--- config.mk ---
export PLATFORM = sky130hd
export DESIGN_NAME = websocket_header_parser_core
export DESIGN_NICKNAME = d
export VERILOG_FILES = /design/src/hdl/wshp_pkg.sv /design/src/hdl/wshp_front.sv /design/src/hdl/wshp_back.sv /design/src/hdl/websocket_header_parser_core.sv
export SDC_FILE = /design/constraint.sdc
export NUM_CORES = 1
export LEC_CHECK = 0
export ABC_AREA = 1
export BUFFER_PORTS_ARGS = -buffer_cell sky130_fd_sc_hd__buf_2
export CAP_MARGIN = 20
export CELL_PAD_IN_SITES_DETAIL_PLACEMENT = 1
export CELL_PAD_IN_SITES_GLOBAL_PLACEMENT = 2
export CORE_MARGIN = 8
export CORE_UTILIZATION = 36
export CTS_BUF_LIST = sky130_fd_sc_hd__clkbuf_4
export DETAILED_ROUTE_END_ITERATION = 8
export GPL_TIMING_DRIVEN = 0
export PLACE_DENSITY_LB_ADDON = 0.08
export SLEW_MARGIN = 20
export SYNTH_ARGS = -nofsm -noshare
export SYNTH_HDL_FRONTEND = slang
export SYNTH_SLANG_ARGS = --single-unit
export TNS_END_PERCENT = 50
--- constraint.sdc ---
create_clock -name i_clk -period 8 [get_ports i_clk]
set_input_delay 1.6 -clock i_clk [delete_from_list [all_inputs] [get_ports i_clk]]
set_output_delay 1.6 -clock i_clk [all_outputs]
set_load 0.01 [all_outputs]
--- src/hdl/wshp_pkg.sv ---
// ============================================================================
// WebSocket header parser package
// Shared constants, queue entry types and byte decode helpers.
// ============================================================================
`default_nettype none

package wshp_pkg;

    localparam logic [3:0] OP_CONT  = 4'h0;
    localparam logic [3:0] OP_TEXT  = 4'h1;
    localparam logic [3:0] OP_BIN   = 4'h2;
    localparam logic [3:0] OP_CLOSE = 4'h8;
    localparam logic [3:0] OP_PING  = 4'h9;
    localparam logic [3:0] OP_PONG  = 4'hA;

    localparam logic [6:0] LEN_FORM_16 = 7'd126;
    localparam logic [6:0] LEN_FORM_64 = 7'd127;

    localparam logic [6:0] CTRL_LIMIT_RESET = 7'd125;

    localparam logic [3:0] EXT_NONE = 4'd0;
    localparam logic [3:0] EXT_16   = 4'd2;
    localparam logic [3:0] EXT_64   = 4'd8;
    localparam logic [3:0] KEY_LEN  = 4'd4;
    localparam logic [3:0] HDR_MIN  = 4'd2;
    localparam logic [3:0] HDR_REJ64 = 4'd10;

    localparam int QUEUE_DEPTH = 2;
    localparam int QUEUE_AW    = $clog2(QUEUE_DEPTH);
    localparam int QUEUE_CW    = $clog2(QUEUE_DEPTH + 1);

    typedef struct packed {
        logic [7:0] data;
        logic       restart;
        logic       first_bad;
        logic       first_ctrl;
    } t_entry;

    typedef struct packed {
        logic   valid;
        t_entry entry;
    } t_head;

    function automatic logic opcode_known(input logic [3:0] op);
        logic known;
        known = (op == OP_CONT) || (op == OP_TEXT) || (op == OP_BIN) ||
                (op == OP_CLOSE) || (op == OP_PING) || (op == OP_PONG);
        return known;
    endfunction

    function automatic logic [3:0] ext_bytes(input logic [6:0] short_len);
        logic [3:0] ext;
        ext = EXT_NONE;
        if (short_len == LEN_FORM_16) begin
            ext = EXT_16;
        end else if (short_len == LEN_FORM_64) begin
            ext = EXT_64;
        end
        return ext;
    endfunction

endpackage

`default_nettype wire

--- src/hdl/wshp_front.sv ---
// ============================================================================
// WebSocket header parser front end
// Accepts header bytes, decodes the first-byte checks and queues them.
// ============================================================================
`default_nettype none

module wshp_front (
    input  wire logic          i_clk,
    input  wire logic          i_rst_n,
    input  wire logic          i_valid,
    output logic               o_stall,
    input  wire logic [7:0]    i_data_byte,
    input  wire logic          i_restart,
    output wshp_pkg::t_head    o_head,
    input  wire logic          i_pop
);
    import wshp_pkg::*;

    t_entry                r_mem [QUEUE_DEPTH];
    logic [QUEUE_AW-1:0]   r_wr_ptr;
    logic [QUEUE_AW-1:0]   r_rd_ptr;
    logic [QUEUE_CW-1:0]   r_count;
    logic                  push;
    logic                  pop;
    t_entry                n_entry;

    assign o_stall = (r_count == QUEUE_CW'(QUEUE_DEPTH));
    assign push    = i_valid && !o_stall;
    assign pop     = i_pop && (r_count != '0);

    always_comb begin
        n_entry.data       = i_data_byte;
        n_entry.restart    = i_restart;
        n_entry.first_bad  = (i_data_byte[6:4] != 3'b000) || !opcode_known(i_data_byte[3:0]);
        n_entry.first_ctrl = i_data_byte[3];
    end

    always_ff @(posedge i_clk) begin
        if (push) begin
            r_mem[r_wr_ptr] <= n_entry;
        end
    end

    always_ff @(posedge i_clk) begin
        if (!i_rst_n) begin
            r_wr_ptr <= '0;
            r_rd_ptr <= '0;
            r_count  <= '0;
        end else begin
            if (push) begin
                r_wr_ptr <= (r_wr_ptr == QUEUE_AW'(QUEUE_DEPTH - 1)) ? '0 : r_wr_ptr + 1'b1;
            end
            if (pop) begin
                r_rd_ptr <= (r_rd_ptr == QUEUE_AW'(QUEUE_DEPTH - 1)) ? '0 : r_rd_ptr + 1'b1;
            end
            case ({push, pop})
                2'b10:   r_count <= r_count + 1'b1;
                2'b01:   r_count <= r_count - 1'b1;
                default: r_count <= r_count;
            endcase
        end
    end

    assign o_head.valid = (r_count != '0);
    assign o_head.entry = r_mem[r_rd_ptr];

endmodule

`default_nettype wire

--- src/hdl/wshp_back.sv ---
// ============================================================================
// WebSocket header parser back end
// Walks the header byte positions, checks the frame and registers results.
// ============================================================================
`default_nettype none

module wshp_back (
    input  wire logic          i_clk,
    input  wire logic          i_rst_n,
    input  wshp_pkg::t_head    i_head,
    output logic               o_pop,
    input  wire logic [6:0]    i_max_ctrl,
    output logic               o_valid,
    input  wire logic          i_stall,
    output logic               o_status,
    output logic [3:0]         o_opcode,
    output logic               o_final_flag,
    output logic               o_masked_flag,
    output logic [62:0]        o_payload_length,
    output logic [31:0]        o_masking_key,
    output logic [3:0]         o_header_bytes
);
    import wshp_pkg::*;

    logic [3:0]  r_pos,   n_pos;
    logic [7:0]  r_first, n_first;
    logic        r_first_bad, n_first_bad;
    logic        r_first_ctrl, n_first_ctrl;
    logic [6:0]  r_short, n_short;
    logic        r_mask,  n_mask;
    logic [63:0] r_len,   n_len;
    logic [31:0] r_key,   n_key;

    logic        emit;
    logic        reject;
    logic [3:0]  pos_eff;
    logic [3:0]  ext_cur;
    logic [3:0]  ext_new;
    logic [7:0]  b;
    logic        out_free;
    logic        load;

    logic        n_status;
    logic [62:0] n_plen;
    logic [31:0] n_mkey;
    logic [3:0]  n_hlen;

    always_comb begin
        b            = i_head.entry.data;
        n_pos        = r_pos;
        n_first      = r_first;
        n_first_bad  = r_first_bad;
        n_first_ctrl = r_first_ctrl;
        n_short      = r_short;
        n_mask       = r_mask;
        n_len        = r_len;
        n_key        = r_key;
        emit         = 1'b0;
        reject       = 1'b0;
        pos_eff      = i_head.entry.restart ? 4'd0 : r_pos;
        ext_cur      = ext_bytes(r_short);

        if (pos_eff == 4'd0) begin
            n_first      = b;
            n_first_bad  = i_head.entry.first_bad;
            n_first_ctrl = i_head.entry.first_ctrl;
            n_mask       = 1'b0;
            n_short      = '0;
            n_pos        = 4'd1;
        end else if (pos_eff == 4'd1) begin
            n_mask  = b[7];
            n_short = b[6:0];
            n_len   = '0;
            n_key   = '0;
            if (r_first_bad || (r_first_ctrl && ((b[6:0] > i_max_ctrl) || !r_first[7]))) begin
                emit   = 1'b1;
                reject = 1'b1;
            end else if ((ext_bytes(b[6:0]) == EXT_NONE) && !b[7]) begin
                emit = 1'b1;
            end else begin
                n_pos = 4'd2;
            end
        end else if (pos_eff < (HDR_MIN + ext_cur)) begin
            n_len = {r_len[55:0], b};
            n_pos = pos_eff + 4'd1;
            if (pos_eff == (4'd1 + ext_cur)) begin
                if ((ext_cur == EXT_64) && n_len[63]) begin
                    emit   = 1'b1;
                    reject = 1'b1;
                end else if (!r_mask) begin
                    emit = 1'b1;
                end
            end
        end else begin
            n_key = {r_key[23:0], b};
            n_pos = pos_eff + 4'd1;
            if (pos_eff >= (4'd5 + ext_cur)) begin
                emit = 1'b1;
            end
        end

        if (emit) begin
            n_pos = 4'd0;
        end
    end

    always_comb begin
        ext_new  = ext_bytes(n_short);
        n_status = reject;
        if (reject) begin
            n_plen = '0;
            n_mkey = '0;
            n_hlen = (pos_eff == 4'd1) ? HDR_MIN : HDR_REJ64;
        end else begin
            case (ext_new)
                EXT_16:  n_plen = {47'd0, n_len[15:0]};
                EXT_64:  n_plen = n_len[62:0];
                default: n_plen = {56'd0, n_short};
            endcase
            n_mkey = n_mask ? n_key : 32'd0;
            n_hlen = HDR_MIN + ext_new + (n_mask ? KEY_LEN : 4'd0);
        end
    end

    assign out_free = !o_valid || !i_stall;
    assign o_pop    = i_head.valid && (!emit || out_free);
    assign load     = o_pop && emit;

    always_ff @(posedge i_clk) begin
        if (!i_rst_n) begin
            r_pos   <= '0;
            o_valid <= 1'b0;
        end else begin
            if (o_pop) begin
                r_pos <= n_pos;
            end
            if (load) begin
                o_valid <= 1'b1;
            end else if (!i_stall) begin
                o_valid <= 1'b0;
            end
        end
    end

    always_ff @(posedge i_clk) begin
        if (o_pop) begin
            r_first      <= n_first;
            r_first_bad  <= n_first_bad;
            r_first_ctrl <= n_first_ctrl;
            r_short      <= n_short;
            r_mask       <= n_mask;
            r_len        <= n_len;
            r_key        <= n_key;
        end
        if (load) begin
            o_status         <= n_status;
            o_opcode         <= n_first[3:0];
            o_final_flag     <= n_first[7];
            o_masked_flag    <= n_mask;
            o_payload_length <= n_plen;
            o_masking_key    <= n_mkey;
            o_header_bytes   <= n_hlen;
        end
    end

endmodule

`default_nettype wire

--- src/hdl/websocket_header_parser_core.sv ---
// ============================================================================
// WebSocket frame header parser
// Parses a WebSocket frame header one byte per transaction.
// ============================================================================
// Usage: header bytes enter on the input channel (i_valid, o_stall) with
// i_restart marking a byte that must be taken as the first header byte.
// One transaction on the output channel (o_valid, i_stall) is produced per
// finished or rejected header; bytes that do not end a header give none.
// The configuration channel (i_cfg_valid, o_cfg_ready) writes the control
// frame length limit; it is always ready and should be written while idle.
// The last header byte of a result is written into the input queue and is
// then parsed from the queue head straight into the output register.
// Throughput: one byte per cycle while no result waits on a stalled
// receiver, set by the single parse step per byte.
// When the receiver stalls, a waiting result holds; bytes that end no header
// still flow, and the two-entry input queue raises o_stall once it fills.
// Reset clears the queue, the byte position and the output valid, and sets
// the control frame limit to 125.
// ============================================================================
`default_nettype none

module websocket_header_parser_core (
    input  wire logic        i_clk,
    input  wire logic        i_rst_n,
    input  wire logic        i_valid,
    output logic             o_stall,
    input  wire logic [7:0]  i_data_byte,
    input  wire logic        i_restart,
    output logic             o_valid,
    input  wire logic        i_stall,
    output logic             o_status,
    output logic [3:0]       o_opcode,
    output logic             o_final_flag,
    output logic             o_masked_flag,
    output logic [62:0]      o_payload_length,
    output logic [31:0]      o_masking_key,
    output logic [3:0]       o_header_bytes,
    input  wire logic        i_cfg_valid,
    output logic             o_cfg_ready,
    input  wire logic [6:0]  i_cfg_data
);
    import wshp_pkg::*;

    logic [6:0] r_max_ctrl;
    t_head      head;
    logic       pop;

    assign o_cfg_ready = 1'b1;

    always_ff @(posedge i_clk) begin
        if (!i_rst_n) begin
            r_max_ctrl <= CTRL_LIMIT_RESET;
        end else if (i_cfg_valid && o_cfg_ready) begin
            r_max_ctrl <= i_cfg_data;
        end
    end

    wshp_front u_front (
        .i_clk       (i_clk),
        .i_rst_n     (i_rst_n),
        .i_valid     (i_valid),
        .o_stall     (o_stall),
        .i_data_byte (i_data_byte),
        .i_restart   (i_restart),
        .o_head      (head),
        .i_pop       (pop)
    );

    wshp_back u_back (
        .i_clk            (i_clk),
        .i_rst_n          (i_rst_n),
        .i_head           (head),
        .o_pop            (pop),
        .i_max_ctrl       (r_max_ctrl),
        .o_valid          (o_valid),
        .i_stall          (i_stall),
        .o_status         (o_status),
        .o_opcode         (o_opcode),
        .o_final_flag     (o_final_flag),
        .o_masked_flag    (o_masked_flag),
        .o_payload_length (o_payload_length),
        .o_masking_key    (o_masking_key),
        .o_header_bytes   (o_header_bytes)
    );

    a_reject_zero : assert property (@(posedge i_clk) disable iff (!i_rst_n)
        o_valid && o_status |-> (o_payload_length == '0) && (o_masking_key == '0))
        else $error("rejected header carries length or key");

    a_reject_len : assert property (@(posedge i_clk) disable iff (!i_rst_n)
        o_valid && o_status |-> (o_header_bytes == HDR_MIN) || (o_header_bytes == HDR_REJ64))
        else $error("rejected header has unexpected byte count");

    a_unmasked_key : assert property (@(posedge i_clk) disable iff (!i_rst_n)
        o_valid && !o_masked_flag |-> (o_masking_key == '0))
        else $error("unmasked header carries a key");

    a_pop_head : assert property (@(posedge i_clk) disable iff (!i_rst_n)
        pop |-> head.valid)
        else $error("parse stage consumed from an empty queue");

endmodule

`default_nettype wire
Yosys cells after proc, flatten, opt, wreduce, memory -nomap -nowiden
Memory sizes are Yosys's and may differ from the RTL's. A register that Yosys moved wholly into a read port is not among the register bits.
Index checks and enable logic that the tools add are counted.
Storage, ports and cells
  logic and storage cells: 145
  bits of input ports: 21
  memory bits (writable): 22
  flip-flop bits (word level): 235
  memories: 1
Memories
  u_front.r_mem: depth 2, width 11, read ports 1, clocked after Yosys merged registers in 1, write ports 1, RTL line wshp_front.sv:19  | t_entry r_mem [QUEUE_DEPTH];
Cells by class
  bitwise logic cells: 1
  reductions and logical operators: 33
  equality and inequality tests: 22
  mux-type cells: 54
  order comparisons: 3
  $add $sub $neg: 10
Operators by type and width (count)
  63-bit 2-to-1 mux: 3
  63-bit one-hot mux with 2 select lines: 1
  32-bit 2-to-1 mux: 3
  4-bit 2-to-1 mux: 17
  7-bit equality test, second input constant: 6
  1-bit 2-to-1 mux: 25
  4-bit equality test, second input constant: 5
  7-bit 2-to-1 mux: 2
  4-bit logical NOT: 3
  1-bit logical OR: 10
  2-bit by 4-bit adder with 4-bit output, first input constant: 2
  4-bit by 1-bit equality test with 1-bit output, second input constant: 2
  4-bit by 2-bit equality test with 1-bit output, second input constant: 2
  8-bit 2-to-1 mux: 1
  4-bit by 2-bit != test with 1-bit output, second input constant: 2
  7-bit greater-than comparator: 1
  1-bit logical AND: 7
  1-bit logical NOT: 7
  1-bit by 4-bit adder with 4-bit output, first input constant: 1
  3-bit by 4-bit adder with 4-bit output, first input constant: 1
  4-bit by 1-bit adder with 4-bit output, second input constant: 1
  4-bit adder: 1
  2-bit equality test, second input constant: 2
  4-bit equality test: 1
  15 further kinds: 17

Longest topological paths before layout
  word-level depth: 19
  mapped depth: 24
  mapped depth without buffers: 24

Modules after synthesis
From an unflattened synthesis, not the netlist that was laid out.
Second synthesis, totals
  cells, all modules: 951
  area, all modules: 10980.5 sq um
By module, submodules not included
  wshp_back: times used 1, area each 9728.1 sq um, cells an instance 843, sequential area each 6556.3 sq um
  wshp_front: times used 1, area each 989.7 sq um, cells an instance 74, sequential area each 700.7 sq um
  websocket_header_parser_core: times used 1, area each 262.8 sq um, cells an instance 34, sequential area each 140.1 sq um

Worst setup path before layout
OpenSTA, ideal clock, no wires.
  path kind: reg2reg
  start: register with a tool-made name
  end: register u_back.r_first[0] (enable)
  clock period less this slack: 4700 ps
  slack: 3300 ps
  required time: 7539 ps
  buffers on the path: 1
  data arrival time: 4239 ps
  stages on the path, launching flop included: 18
  path through: dfxtp_1 clkbuf_1 o21ai_0 inv_1 ha_1 a21oi_1 nand2_1 nand2_1 nand2_1 nand2_1 nand2_1 nand2_1 nand2_1 nand2_1 nand2_1 nand3_1 nand2_1 inv_1
RTL lines
  end signal: assignment: RTL line wshp_back.sv:147  | r_first <= n_first;
  end: declaration: RTL line wshp_back.sv:26  | logic [7:0] r_first, n_first;

==> results.py <==
metrics = {
    "floorplan": {
        "num_rows": 63,
        "start_util_pct": 36.6,
        "dieWidth_um": 190,
        "core_um2": 29700,
        "die_area_um2": 36100,
        "die-height_um": 190,
        "pin_count": 130,
    },
    "detailed_routing": {
        "vias_per_cell": 4.84,
        "wire_per_inst_um": 18.2,
        "ant_nets": 0,
        "first_iter_violations": 423,
        "routed_wl_um": 29700,
        "vias": 7901,
        "drc": 0,
        "firstDrtPassIters": 4,
    },
    "hold_path": {
        "hold_class": "flop to flop",
        "hp-start": "r_max_ctrl[3]$_SDFFE_PN1P_",
    },
    "timing": {
        "tns_ps": 0,
        "slew_headroom_pct": 36.1,
        "min_period_ps": 4110,
        "rsz0062_at_grt": "false",
        "hold_viol": 0,
        "timing.hold.ws_ps": 473,
        "finalClockSkew_ps": 31.0,
        "period_share_pct": 51.3,
        "final_max_slew_viol_count": 0,
        "tightest_slew_ps": 955,
        "setup_violations": 0,
        "fmax_mhz": 244,
    },
    "outcome": {
        "outcome": "finished clean",
    },
    "synthesis": {
        "ys.flop_type": "edfxtp_1",
        "synth_cells": 993,
        "synth-seq-cells": 252,
        "async_reset_ff_share_pct": 0,
        "yosysUniqueCellTypes": 35,
        "synth_nets": 1029,
        "synth_most_common_cell": "edfxtp_1",
        "synth_common_cells": "edfxtp_1 (235), nor2_1 (198), nand2_1 (133), inv_1 (96), o21ai_0 (49)",
        "avgSynthCellArea_um2": 11.0,
        "synth_edf_count": 235,
        "yosysTopAreaCell": "edfxtp_1",
        "seq_area_frac_synth_pct": 67.9,
        "synth.top_cell.area_share_pct": 64.8,
        "yosysWarnings": 0,
        "yosys-top-cells-area": "edfxtp_1 (65%), nor2_1 (6.8%), nand2_1 (4.6%), inv_1 (3.3%), dfxtp_1 (3.1%)",
        "syn_area_um2": 10900,
    },
    "critical_path": {
        "cp-end-kind": "flop",
        "startpoint_type": "flop",
        "path_class": "flop to flop",
        "cp_data_required_time_ps": 8390,
        "worstPathArrival_ps": 4490,
        "crit_fanout": 10,
    },
    "grt": {
        "antenna_found_initial": 1,
        "grt_overflow_total": 0,
        "grt_pass1_vias": 8508,
        "grt_use_total_pct": 16.7,
        "grt_max_degree": 58,
        "grt_first_pass_wirelength_um": 47400,
    },
    "pwr": {
        "intPower_mw": 3.31,
        "leakagePower_nw": 5.22,
        "powerDensity_nw_per_um2": 424,
        "switchingPower_mw": 2.17,
        "vdd_drop_max_v": 0.000181,
        "power_frac_comb_pct": 37.1,
        "switching_share_pct": 39.6,
        "power_mw": 5.47,
        "clkPwrFrac_pct": 20.3,
        "p_seq_share_pct": 42.7,
    },
    "final_layout": {
        "finalNetCount": 1229,
        "drive_gt1_share_pct": 23.7,
        "fin_area_um2": 12900,
        "nFillCells": 3386,
        "fin_util_pct": 43.4,
        "area_growth_pct": 18.5,
    },
    "run": {
        "drv_cap": 0,
    },
    "cts": {
        "clock_sinks": 252,
        "ctsHtreeMaxLevel": 3,
        "clkLatencyLatePin_ps": 660,
        "cts_root_buf": "clkbuf_4",
        "cts_tree": "done",
        "cts_resized": 0,
        "cts_buffers": 69,
        "cts_setup_buffers": 0,
        "cts_buffer_depth": 3,
        "cts_hold_buf": 0,
        "cts.clk_slew.worst_paths_ps": 60,
    },
    "placed_design": {
        "place_area_um2": 12100,
        "gp_congestion": 0.758,
        "numPortBuffers": 126,
        "dp_hpwl_um": 20800,
    },
}
## layer usage
layer | routed length (um) | global-route usage, % | part of all wire (%) | vias to the layer above
met4 | 392 | 4.81 | 1.3 | 0
met1 | 13900 | 22.6 | 47 | 3840
li1 | - | - | - | 3837
met3 | 1710 | 4.17 | 5.8 | 35
met5 | 0 | 0 | 0 | -
met2 | 13700 | 26.2 | 46 | 189
## state kept, by name (all words and copies together) (netlist names), 2 cells and up, named ones only
| register | cells |
|---|---|
| u_back.r_key | 32 |
| u_back.r_len | 63 |
| u_back.r_short | 7 |
| r_max_ctrl | 7 |
| u_back.o_header_bytes | 3 |
| u_back.o_masking_key | 32 |
| u_back.r_pos | 4 |
| u_front.r_count | 2 |
| u_back.o_opcode | 4 |
| u_front.r_mem | 20 |
| u_back.r_first | 5 |
| u_back.o_payload_length | 63 |
## placed cells by master (no fill, tap or decap), types with 2 or more instances in the layout
cell type / count
nor2_1: 198
nor2_2: 2
a21oi_1: 35
ha_1: 15
xor2_1: 2
nand2_4: 2
buf_16: 2
nor2_4: 2
nor3_1: 36
or2_2: 17
o21ai_0: 49
clkbuf_1: 30
o211ai_1: 25
a211oi_1: 7
nand4_1: 5
buf_1: 2
nor4_1: 27
dfxtp_1: 17
o21ai_1: 2
conb_1: 2
nand3b_1: 3
inv_2: 12
clkinv_1: 16
nand2_1: 133
inv_6: 2
clkbuf_4: 98
edfxtp_1: 235
clkinv_2: 2
inv_1: 94
buf_2: 137
nand2_2: 6
nand3_1: 14
buf_4: 5
## critical path: stages (launching register included)
cell	delay, ps
dfxtp_1	380
clkbuf_1	390
nand2_1	110
o21ai_0	290
inv_1	240
ha_1	350
nand3b_1	90
nand2_1	50
nand2_1	50
nand2_1	40
nand2_1	60
nand2_1	50
nand2_1	50
nand2_1	70
nand3_1	90
nand2_1	300
inv_1	310
nand2_1	230
buf_2	260
nor4_1	410
## final timing paths
path / slack (ps) / end / depth (start not counted)
max reg2reg: 3890 / u_back.o_masking_key[12]$_SDFFCE_PP0P_ / 19
max: 3890 / u_back.o_masking_key[12]$_SDFFCE_PP0P_ / 19
min reg2reg: 470 / r_max_ctrl[3]$_SDFFE_PN1P_ / 2
min: 470 / r_max_ctrl[3]$_SDFFE_PN1P_ / 2
## kinds of logic after synthesis
family	synth area share [%]
other	0.0690
flip-flops	67.9
AO/OA/AOI/OAI	6.46
buffers and inverters	5.61
adder cells (fa/ha/maj)	1.72
AND/OR/NAND/NOR	18.0
XOR/XNOR	0.161
## final cells by class
cell class                      count  area (um^2)  share of cell area (%)
Sequential cell                   252         7400                    57.3
Multi-Input combinational cell    588         2880                    22.3
Clock buffer                       98          736                    5.70
Timing Repair Buffer              129          693                    5.37
Tap cell                          390          488                    3.78
Inverter                          105          404                    3.13
Buffer                             48          216                    1.68
Clock inverter                     22         88.8                   0.688
Antenna cell                        1         2.50                  0.0194
## through the flow
step / instances / setup slack (ps)
detailed placement: 1512 / 3740
global route: 1633 / 3450
finish: 1633 / 3890
CTS: 1632 / 3710
floorplan: 993 / 3300
global placement: 1509 / 733
## power groups by stage
stage,clock (mW),sequential (mW),combinational (mW)
after global routing,1.22,2.38,2.29
after global placement,0,2.42,1.98
after floorplan,0,2.38,1.32
after CTS,1.16,2.34,2.06
final,1.11,2.33,2.03
after detailed placement,0,2.36,2.05
(Power assumes the default switching activity.)
